[src/design/appl_pkg.sv]
// Package of the angle position PID loop: widths, defaults, register codes.
// No dependencies.
`timescale 1ns / 1ps
`default_nettype none

package appl_pkg;

  localparam int ENCODER_BITS_DEF   = 14;
  localparam int GAIN_FRAC_BITS_DEF = 16;

  localparam int ENC_W      = 14;  // encoder_count and angle registers
  localparam int GAIN_W     = 24;
  localparam int LIM_W      = 16;
  localparam int CUR_W      = 16;
  localparam int LIMIT_MAX  = 16384;
  localparam int CFG_IDX_W  = 3;
  localparam int CFG_DATA_W = 24;

  typedef enum logic [CFG_IDX_W-1:0] {
    CFG_PROP_GAIN    = 3'd0,
    CFG_INTEG_GAIN   = 3'd1,
    CFG_DERIV_GAIN   = 3'd2,
    CFG_OUTPUT_LOW   = 3'd3,
    CFG_OUTPUT_HIGH  = 3'd4,
    CFG_TARGET_ANGLE = 3'd5,
    CFG_ZERO_ANGLE   = 3'd6,
    CFG_REVERSE_DIR  = 3'd7
  } cfg_idx_e;

  typedef struct packed {
    logic [ENC_W-1:0] target_angle;
    logic [ENC_W-1:0] zero_angle;
    logic             reverse_dir;
  } angle_cfg_t;

endpackage

`default_nettype wire

[src/design/appl_angle_err.sv]
// Angle error: direction, zero offset, half-turn wrap and +/-60 degree clamp.
// Depends on appl_pkg.
`timescale 1ns / 1ps
`default_nettype none

module appl_angle_err #(
  parameter int ENCODER_BITS = appl_pkg::ENCODER_BITS_DEF
) (
  input  appl_pkg::angle_cfg_t             cfg_i,
  input  logic [appl_pkg::ENC_W-1:0]       count_i,
  output logic signed [ENCODER_BITS-2:0]   err_o
);

  localparam int E    = ENCODER_BITS;
  localparam int CW   = (E > appl_pkg::ENC_W) ? E : appl_pkg::ENC_W;
  localparam int TURN = 2 ** E;
  localparam logic signed [E+1:0] HALF_S  = (E+2)'(TURN / 2);
  localparam logic signed [E+1:0] TURN_S  = (E+2)'(TURN);
  localparam logic signed [E+1:0] LIMIT_S = (E+2)'((TURN + 3) / 6);

  logic [CW-1:0]          cnt_w, tgt_w, zero_w;
  logic [E-1:0]           cnt, cnt_dir, rel;
  logic signed [E+1:0]    raw, wrapped, clamped;

  // Fields are 14 bits; the turn is E bits, so widen then cut.
  assign cnt_w  = CW'(count_i);
  assign tgt_w  = CW'(cfg_i.target_angle);
  assign zero_w = CW'(cfg_i.zero_angle);

  assign cnt     = cnt_w[E-1:0];
  assign cnt_dir = cfg_i.reverse_dir ? (E'(0) - cnt) : cnt;
  assign rel     = cnt_dir - zero_w[E-1:0];
  assign raw     = $signed({2'b00, tgt_w[E-1:0]}) - $signed({2'b00, rel});

  // exactly half a turn keeps its sign
  always_comb begin
    if (raw > HALF_S) begin
      wrapped = raw - TURN_S;
    end else if (raw < -HALF_S) begin
      wrapped = raw + TURN_S;
    end else begin
      wrapped = raw;
    end
    if (wrapped > LIMIT_S) begin
      clamped = LIMIT_S;
    end else if (wrapped < -LIMIT_S) begin
      clamped = -LIMIT_S;
    end else begin
      clamped = wrapped;
    end
  end

  assign err_o = clamped[E-2:0];

endmodule

`default_nettype wire

[src/design/angle_position_pid_loop.sv]
// Top level of the angle position PID loop: config registers, pipeline, PID.
// Depends on appl_pkg and appl_angle_err.
//
//  channel | signals                                  | direction
//  --------+------------------------------------------+----------
//  in      | in_valid_i, in_ready_o, encoder_count_i  | sink
//  out     | out_valid_o, out_ready_i, current_ref_o  | source
//  cfg     | cfg_we_i, cfg_idx_i, cfg_data_i          | sink, write only
//
// One item per cycle sustained while the result is not stalled; five register
// stages, from the input register through to the output register.
// Stages: input reg, angle error, three gain multiplies, integrator and P+D
// add, final add / round / clamp into the output register.
// Reset clears the valid bits, integrator and previous error; config
// registers take their documented defaults.
// A stalled result freezes every stage together, so ready drops only then.
`timescale 1ns / 1ps
`default_nettype none

module angle_position_pid_loop #(
  parameter int ENCODER_BITS   = appl_pkg::ENCODER_BITS_DEF,
  parameter int GAIN_FRAC_BITS = appl_pkg::GAIN_FRAC_BITS_DEF
) (
  input  logic                                clk_i,
  input  logic                                rst_ni,
  input  logic                                in_valid_i,
  output logic                                in_ready_o,
  input  logic [appl_pkg::ENC_W-1:0]          encoder_count_i,
  output logic                                out_valid_o,
  input  logic                                out_ready_i,
  output logic signed [appl_pkg::CUR_W-1:0]   current_ref_o,
  input  logic                                cfg_we_i,
  input  logic [appl_pkg::CFG_IDX_W-1:0]      cfg_idx_i,
  input  logic [appl_pkg::CFG_DATA_W-1:0]     cfg_data_i
);

  localparam int E   = ENCODER_BITS;
  localparam int F   = GAIN_FRAC_BITS;
  localparam int GW  = appl_pkg::GAIN_W;
  localparam int EW  = E - 1;            // clamped error
  localparam int DW  = E;                // error change
  localparam int IW  = F + 16;           // integrator
  localparam int PA  = E + 23;
  localparam int PB  = F + 15;
  localparam int SW  = ((PA > PB) ? PA : PB) + 2;  // accumulation width
  localparam int LW  = appl_pkg::LIM_W + 1;         // saturated limit

  // ---------------- configuration registers ----------------
  logic signed [GW-1:0]  prop_gain_q, integ_gain_q, deriv_gain_q;
  logic signed [appl_pkg::LIM_W-1:0] output_low_q, output_high_q;
  appl_pkg::angle_cfg_t  angle_cfg_q;

  always_ff @(posedge clk_i or negedge rst_ni) begin
    if (!rst_ni) begin
      prop_gain_q   <= '0;
      integ_gain_q  <= '0;
      deriv_gain_q  <= '0;
      output_low_q  <= -(appl_pkg::LIM_W)'(appl_pkg::LIMIT_MAX);
      output_high_q <= (appl_pkg::LIM_W)'(appl_pkg::LIMIT_MAX);
      angle_cfg_q   <= '0;
    end else if (cfg_we_i) begin
      case (appl_pkg::cfg_idx_e'(cfg_idx_i))
        appl_pkg::CFG_PROP_GAIN:    prop_gain_q   <= cfg_data_i;
        appl_pkg::CFG_INTEG_GAIN:   integ_gain_q  <= cfg_data_i;
        appl_pkg::CFG_DERIV_GAIN:   deriv_gain_q  <= cfg_data_i;
        appl_pkg::CFG_OUTPUT_LOW:   output_low_q  <= cfg_data_i[appl_pkg::LIM_W-1:0];
        appl_pkg::CFG_OUTPUT_HIGH:  output_high_q <= cfg_data_i[appl_pkg::LIM_W-1:0];
        appl_pkg::CFG_TARGET_ANGLE: angle_cfg_q.target_angle <= cfg_data_i[appl_pkg::ENC_W-1:0];
        appl_pkg::CFG_ZERO_ANGLE:   angle_cfg_q.zero_angle   <= cfg_data_i[appl_pkg::ENC_W-1:0];
        appl_pkg::CFG_REVERSE_DIR:  angle_cfg_q.reverse_dir  <= cfg_data_i[0];
        default: ;
      endcase
    end
  end

  // Limits saturated to +/-4 A
  localparam logic signed [LW-1:0] LIM_MAX_S = LW'(appl_pkg::LIMIT_MAX);
  logic signed [LW-1:0] low_ext, high_ext, lim_lo, lim_hi;

  assign low_ext  = LW'(output_low_q);
  assign high_ext = LW'(output_high_q);

  always_comb begin
    lim_lo = low_ext;
    if (low_ext > LIM_MAX_S)  lim_lo = LIM_MAX_S;
    if (low_ext < -LIM_MAX_S) lim_lo = -LIM_MAX_S;
    lim_hi = high_ext;
    if (high_ext > LIM_MAX_S)  lim_hi = LIM_MAX_S;
    if (high_ext < -LIM_MAX_S) lim_hi = -LIM_MAX_S;
  end

  // ---------------- pipeline control ----------------
  logic adv;
  logic v1_q, v2_q, v3_q, v4_q, out_valid_q;

  assign adv        = !out_valid_q || out_ready_i;
  assign in_ready_o = adv;

  always_ff @(posedge clk_i or negedge rst_ni) begin
    if (!rst_ni) begin
      v1_q        <= 1'b0;
      v2_q        <= 1'b0;
      v3_q        <= 1'b0;
      v4_q        <= 1'b0;
      out_valid_q <= 1'b0;
    end else if (adv) begin
      v1_q        <= in_valid_i;
      v2_q        <= v1_q;
      v3_q        <= v2_q;
      v4_q        <= v3_q;
      out_valid_q <= v4_q;
    end
  end

  // ---------------- stage 1: input register ----------------
  logic [appl_pkg::ENC_W-1:0] enc_q;

  always_ff @(posedge clk_i) begin
    if (adv) enc_q <= encoder_count_i;
  end

  // ---------------- stage 2: angle error ----------------
  logic signed [EW-1:0] err_d, err_q;

  appl_angle_err #(
    .ENCODER_BITS(ENCODER_BITS)
  ) u_angle_err (
    .cfg_i   (angle_cfg_q),
    .count_i (enc_q),
    .err_o   (err_d)
  );

  always_ff @(posedge clk_i) begin
    if (adv) err_q <= err_d;
  end

  // ---------------- stage 3: gain products ----------------
  logic signed [EW-1:0]    prev_q;
  logic signed [DW-1:0]    derr;
  logic signed [GW+EW-1:0] pe_q, ie_q;
  logic signed [GW+DW-1:0] de_q;

  assign derr = DW'(err_q) - DW'(prev_q);

  always_ff @(posedge clk_i) begin
    if (adv) begin
      pe_q <= GW'(prop_gain_q) * (GW+EW)'(err_q);
      ie_q <= (GW+EW)'(integ_gain_q) * (GW+EW)'(err_q);
      de_q <= (GW+DW)'(deriv_gain_q) * (GW+DW)'(derr);
    end
  end

  // error history advances with each item leaving the error stage
  always_ff @(posedge clk_i or negedge rst_ni) begin
    if (!rst_ni) begin
      prev_q <= '0;
    end else if (adv && v2_q) begin
      prev_q <= err_q;
    end
  end

  // ---------------- stage 4: integrator with anti-windup ----------------
  logic signed [IW-1:0] integ_q, integ_d;
  logic signed [SW-1:0] integ_sum, int_lo, int_hi, ppd_q;

  assign int_lo    = SW'(lim_lo) <<< F;
  assign int_hi    = SW'(lim_hi) <<< F;
  assign integ_sum = SW'(integ_q) + SW'(ie_q);

  // high limit wins when the limits cross
  always_comb begin
    if (integ_sum > int_hi) begin
      integ_d = int_hi[IW-1:0];
    end else if (integ_sum < int_lo) begin
      integ_d = int_lo[IW-1:0];
    end else begin
      integ_d = integ_sum[IW-1:0];
    end
  end

  always_ff @(posedge clk_i or negedge rst_ni) begin
    if (!rst_ni) begin
      integ_q <= '0;
    end else if (adv && v3_q) begin
      integ_q <= integ_d;
    end
  end

  always_ff @(posedge clk_i) begin
    if (adv) ppd_q <= SW'(pe_q) + SW'(de_q);
  end

  // ---------------- stage 5: sum, round, clamp ----------------
  localparam logic signed [SW-1:0] HALF_LSB = SW'(1) <<< (F - 1);

  logic signed [SW-1:0] total, cur_raw, out_lo, out_hi;
  logic signed [appl_pkg::CUR_W-1:0] cur_d, current_ref_q;

  // integ_q here already holds the value for the item in stage 4
  assign total   = ppd_q + SW'(integ_q) + HALF_LSB;
  assign cur_raw = total >>> F;
  assign out_lo  = SW'(lim_lo);
  assign out_hi  = SW'(lim_hi);

  always_comb begin
    if (cur_raw > out_hi) begin
      cur_d = out_hi[appl_pkg::CUR_W-1:0];
    end else if (cur_raw < out_lo) begin
      cur_d = out_lo[appl_pkg::CUR_W-1:0];
    end else begin
      cur_d = cur_raw[appl_pkg::CUR_W-1:0];
    end
  end

  always_ff @(posedge clk_i) begin
    if (adv) current_ref_q <= cur_d;
  end

  assign out_valid_o   = out_valid_q;
  assign current_ref_o = current_ref_q;

endmodule

`default_nettype wire

[config.mk]
export PLATFORM = sky130hd
export DESIGN_NAME = angle_position_pid_loop
export DESIGN_NICKNAME = d
export VERILOG_FILES = /design/src/design/appl_pkg.sv /design/src/design/appl_angle_err.sv /design/src/design/angle_position_pid_loop.sv
export SDC_FILE = /design/constraint.sdc
export NUM_CORES = 2
export LEC_CHECK = 0
export BUFFER_PORTS_ARGS = -buffer_cell sky130_fd_sc_hd__buf_2
export CAP_MARGIN = 25
export CORE_UTILIZATION = 30
export DETAILED_ROUTE_END_ITERATION = 6
export MAX_ROUTING_LAYER = met4
export SETUP_SLACK_MARGIN = 0.2
export SLEW_MARGIN = 20
export SYNTH_ARGS = -nofsm -noshare
export SYNTH_HDL_FRONTEND = slang
export SYNTH_SLANG_ARGS = --single-unit
[constraint.sdc]
create_clock -name clk_i -period 17.4 [get_ports clk_i]
set_clock_uncertainty 0.05 [all_clocks]
set_input_delay 0.87 -clock clk_i [delete_from_list [all_inputs] [get_ports clk_i]]
set_output_delay 0.87 -clock clk_i [all_outputs]
set_load 0.03 [all_outputs]
After elaboration in Yosys (flattened, before gate mapping). Cells that the tools add are included.

Flip-flop bits (word level): 377. Logic and storage cells: 81.

$add $sub $neg: 10. Order comparisons: 12. $mul: 3. Equal/unequal tests: 7. Mux-type cells: 12. Reductions and logical operators: 14.

Operators by type and width (count): $mul 24x13->37 (2); $mux 17 (4); $mux 16 (4); $mux 32 (2); $add 37x38->39 (1); $add 39x17->39 const B (1); $add 39x32->39 (1); $add 32x37->38 (1); $gt 38x33->1 (1); $lt 38x33->1 (1); $mul 24x14->38 (1); $gt 16x16->1 const B (2); $lt 16x15->1 const B (2); $gt 23x17->1 (1); $lt 23x17->1 (1); $add 16x16->16 const B (1); $gt 16x13->1 const B (1); $gt 16x15->1 const B (1); $lt 16x13->1 const B (1); $lt 16x14->1 const B (1); $reduce_and 2->1 (8); $sub 16x16->16 const B (1); $sub 14x14->15 (1); $mux 14 (1); other kinds (12) (17).

Logic depth before layout (Yosys ltp).
Word-level depth: 9. Depth in mapped cells: 36. Mapped depth without buffers: 34.

Cells and area by module. Synthesis repeated with hierarchy kept, for this count alone.

Cells, all modules: 5744. Area total of the unflattened synthesis: 56641.8 sq um.

By module, submodules not included: angle_position_pid_loop (area an instance 54272.1 sq um, cells an instance 5419, times used 1); appl_angle_err (area an instance 2369.8 sq um, cells an instance 325, times used 1).

Worst setup path after synthesis. OpenSTA, ideal clock, no wires.

Kind: input to register. Start point: input port out_ready_i. End point: register prev_q[10]. Arrival time: 8772 ps. Stages on the path: 5. Required time: 17225 ps. Path slack: 8453 ps. Cell sequence: nand2b_1 clkbuf_1 nand2_1 clkbuf_1 mux2_2.

Word-level cells in the longest chain between the ends: 2.

Ends and longest elaborated chain: from (decl) (line angle_position_pid_loop.sv:30) `input logic out_ready_i,`; $logic_or 1x1->1 (line angle_position_pid_loop.sv:96) `assign adv = !out_valid_q || out_ready_i;`; named net in_ready_o (line angle_position_pid_loop.sv:27) `output logic in_ready_o,`; $logic_and 1x1->1 (line angle_position_pid_loop.sv:157) `end else if (adv && v2_q) begin`; to (signal assigned) (line angle_position_pid_loop.sv:158) `prev_q <= err_q;`; to (decl) (line angle_position_pid_loop.sv:138) `logic signed [EW-1:0] prev_q;`.

The timed path passes the listed nets, and every way through them passes these cells. A chain may end at the register's enable or synchronous reset.

Worst setup path in the final report.
Start point: register err_q[0]. End point: register de_q[37] (data pin).

Word-level cells in the longest chain between the ends: 2.

Ends and longest elaborated chain: from (decl) (line angle_position_pid_loop.sv:123) `logic signed [EW-1:0] err_d, err_q;`; from (signal assigned) (line angle_position_pid_loop.sv:134) `if (adv) err_q <= err_d;`; $sub 13x13->14 (line angle_position_pid_loop.sv:143) `assign derr = DW'(err_q) - DW'(prev_q);`; $mul 24x14->38 (line angle_position_pid_loop.sv:149) `de_q <= (GW+DW)'(deriv_gain_q) * (GW+DW)'(derr);`; to (signal assigned) (line angle_position_pid_loop.sv:149); to (decl) (line angle_position_pid_loop.sv:141) `logic signed [GW+DW-1:0] de_q;`.

Every way passes these cells.

==> summary.txt <==
Starting Density = 0.304
CP Capture Type = flop
share of the synthesized area in the top cell type = 0.318
outcome = complete, no violations
Synth area leader = fa_1
routed vias/inst = 4.88
Resized cells post-CTS = 0
maximum clock path buffer count = 3
Area Overhead vs Synth = 8.90%
post-CTS setup buffer count = 0
Tcrit/Tclk final = 0.564
total negative slack = 0 ns
first-pass iteration count of the detailed router = 5
Worst EP required = 17.71 ns
FF+latch count, synth = 377
Num CTS Buffers = 50
count leader, synth = inv_1
PortBufs = 63
complex-gate fraction of the synthesized area = 0.0872
first-pass GRT wire length = 245 mm
min-delay worst type = in -> async
Final Hold Fails = 0
Reg clk slew, reported paths = 0.06 ns
DRT iter0 DRCs = 2,513
main combinational cell family by area after synthesis = adder cells
Cell Area, Synth = 55,800 um^2
DRC Markers = 0
Boundary Pins = 64
Arrival @ worst endpoint = 10.12 ns
WL final = 155 mm
part of the Yosys area used for sequential elements = 0.186
CP startpoint kind = flop
WL per Instance = 19.1 um
site row count = 157
layout cells sized above 1 = 0.0709
root buffer cell = clkbuf_16
final core occ = 0.331
# Max-Cap Violations = 0
antenna violations before repair = 14
maximum clock rate = 0.102 GHz
CTS Hold Bufs = 0
GP Congestion = 0.914
via count = 39,754
Net Count, Synth = 7,149
CTS Sinks = 377
Clk Latency, worst-skew pair = 0.65 ns
Core Area = 184,000 um^2
Synth Area per Inst = 9.84 um^2
vias in the first global route = 42,095
mux cell area share after synthesis = 0.0365
antenna-violating nets left = 0
critical path's slowest cell = and3_1
overall global routing resource usage = 0.174
NumNets Final = 7,114
H-tree depth = 2
Gate Count Post-Synth = 5,675
top post-synthesis cells by area = fa_1, ha_1, edfxtp_1
Post-Synth XOR/XNOR Area = 0.0356
post-synth cell types = 83
RSZ-0062 raised after global routing = no
Async SR Flop Fraction = 0.485
Post-synth EDFFs = 194
Post-synth top flop = edfxtp_1
Horiz. Die Dim = 433 um
fin crit period = 9.81 ns
commonest cells in the netlist = inv_1, fa_1, nand2_1
largest net degree at the start of global routing = 119
TritonCTS clock tree = done
CP Class = reg -> reg
Yosys warning total = 0
Max FO, Critical Path = 49
die height = 433 um
post-detail-place hpwl = 125 mm
post-synthesis simple-gate area fraction = 0.139
max incr delay on CP = 0.80 ns
Slew HR = 0.296
Final Setup Violations = 0
Synth Area in Adders = 0.439
CP most frequent cell = fa_1
Worst-Margin Slew = 1.06 ns
grt ovf = 0
Die Area = 188,000 um^2
Final Max Tran Viols = 0
==> per-layer routing <==
| metal | vias up | share of wire | track usage |
|---|---|---|---|
| li1 | 18269 | - | - |
| met1 | 20366 | 0.43 | 0.218 |
| met2 | 961 | 0.48 | 0.290 |
| met3 | 158 | 0.056 | 0.0247 |
| met4 | 0 | 0.030 | 0.0504 |
| met5 | - | 0 | - |
==> final timing paths <==
| kind | to | slack [ns] | start | depth (start not counted) |
|---|---|---|---|---|
| worst max-delay path | de_q[37]$_DFFE_PN_ | 7.59 | err_q[0]$_SDFFCE_PP1N_ | 33 |
| worst min-delay path | out_valid_o$_DFFE_PN0N_ | 0.16 | rst_ni | 1 |
| worst max register to register | de_q[37]$_DFFE_PN_ | 7.59 | err_q[0]$_SDFFCE_PP1N_ | 33 |
| worst min register to register | prev_q[12]$_DFFE_PN0P_ | 0.43 | prev_q[12]$_DFFE_PN0P_ | 2 |
| max in group asynchronous | angle_cfg_q[27]$_DFFE_PN0P_ | 15.76 | rst_ni | 2 |
| min in group clk_i | enc_q[12]$_DFFE_PN_ | 0.36 | encoder_count_i[12] | 1 |
==> cells in the final DEF, fill, tap and decap left out, drive strengths merged, types with 15 or more instances in the layout <==
master	Yosys	final
nor2	169	169
a31oi	24	24
nand2	691	691
or2	15	15
o21bai	27	27
o31ai	17	17
edfxtp	194	194
a21boi	15	15
and3	30	30
o21a	39	39
fa	886	886
a211oi	40	40
inv	925	932
clkbuf	197	62
buf	7	116
nand4	35	35
o211ai	20	20
xnor2	176	176
nor3	48	48
or3	21	21
xor2	51	51
o21ai	146	146
a21o	105	105
and2	304	304
nand2b	67	67
dfrtp	180	180
mux2	158	158
nand3	36	36
ha	542	542
nor3b	29	29
mux2i	26	26
a21oi	215	215
nor2b	87	87
==> metrics by stage <==
step | worst slack (ns) | cells | area [um^2] | hold WS (ns)
after global routing | 6.95 | 8146 | 60800 | 0.177
final | 7.59 | 8148 | 60800 | 0.160
after floorplan | 8.45 | 5675 | 55800 | 0.361
after global placement | 7.81 | 8051 | 58900 | 0.423
after detailed placement | 7.76 | 8051 | 58900 | 0.428
after CTS | 7.71 | 8144 | 60800 | 0.146
==> state kept, by name, summed over array words and instances (netlist names), 16 cells and up <==
signal	cells
angle_cfg_q	29
current_ref_o	16
de_q	38
deriv_gain_q	24
ie_q	37
integ_gain_q	24
integ_q	32
output_high_q	16
output_low_q	16
pe_q	37
ppd_q	39
prop_gain_q	24
==> cells by family (layout without fill, tap and decap cells) <==
family	count (synthesis)	count (layout)
fa+ha+maj	1428	1428
flops	377	377
other cells	0	3
compound gates	749	749
mux	184	184
simple gates	1580	1580
xor+xnor	227	227
buf+inv	1130	1136
==> critical path: cells and delay by family (launching register included) <==
family,cells,cell delay [ns]
adder cells (fa/ha/maj),9,3.98
AND/OR/NAND/NOR,4,1.23
flip-flops,1,0.32
buffers and inverters,4,0.65
AO/OA/AOI/OAI,15,3.17
XOR/XNOR,1,0.08
==> layout make-up <==
cell class,count,area [um^2]
Multi-Input combinational cell,4168,41200
Timing Repair Buffer,117,762
Fill cell,18825,123000
Sequential cell,377,10400
Antenna cell,3,7.51
Tap cell,2464,3080
Clock inverter,32,454
Inverter,926,3480
Clock buffer,61,1360
Power is not shown: default switching activity piles up to over one toggle a cycle in this logic, so the estimate is an artifact.
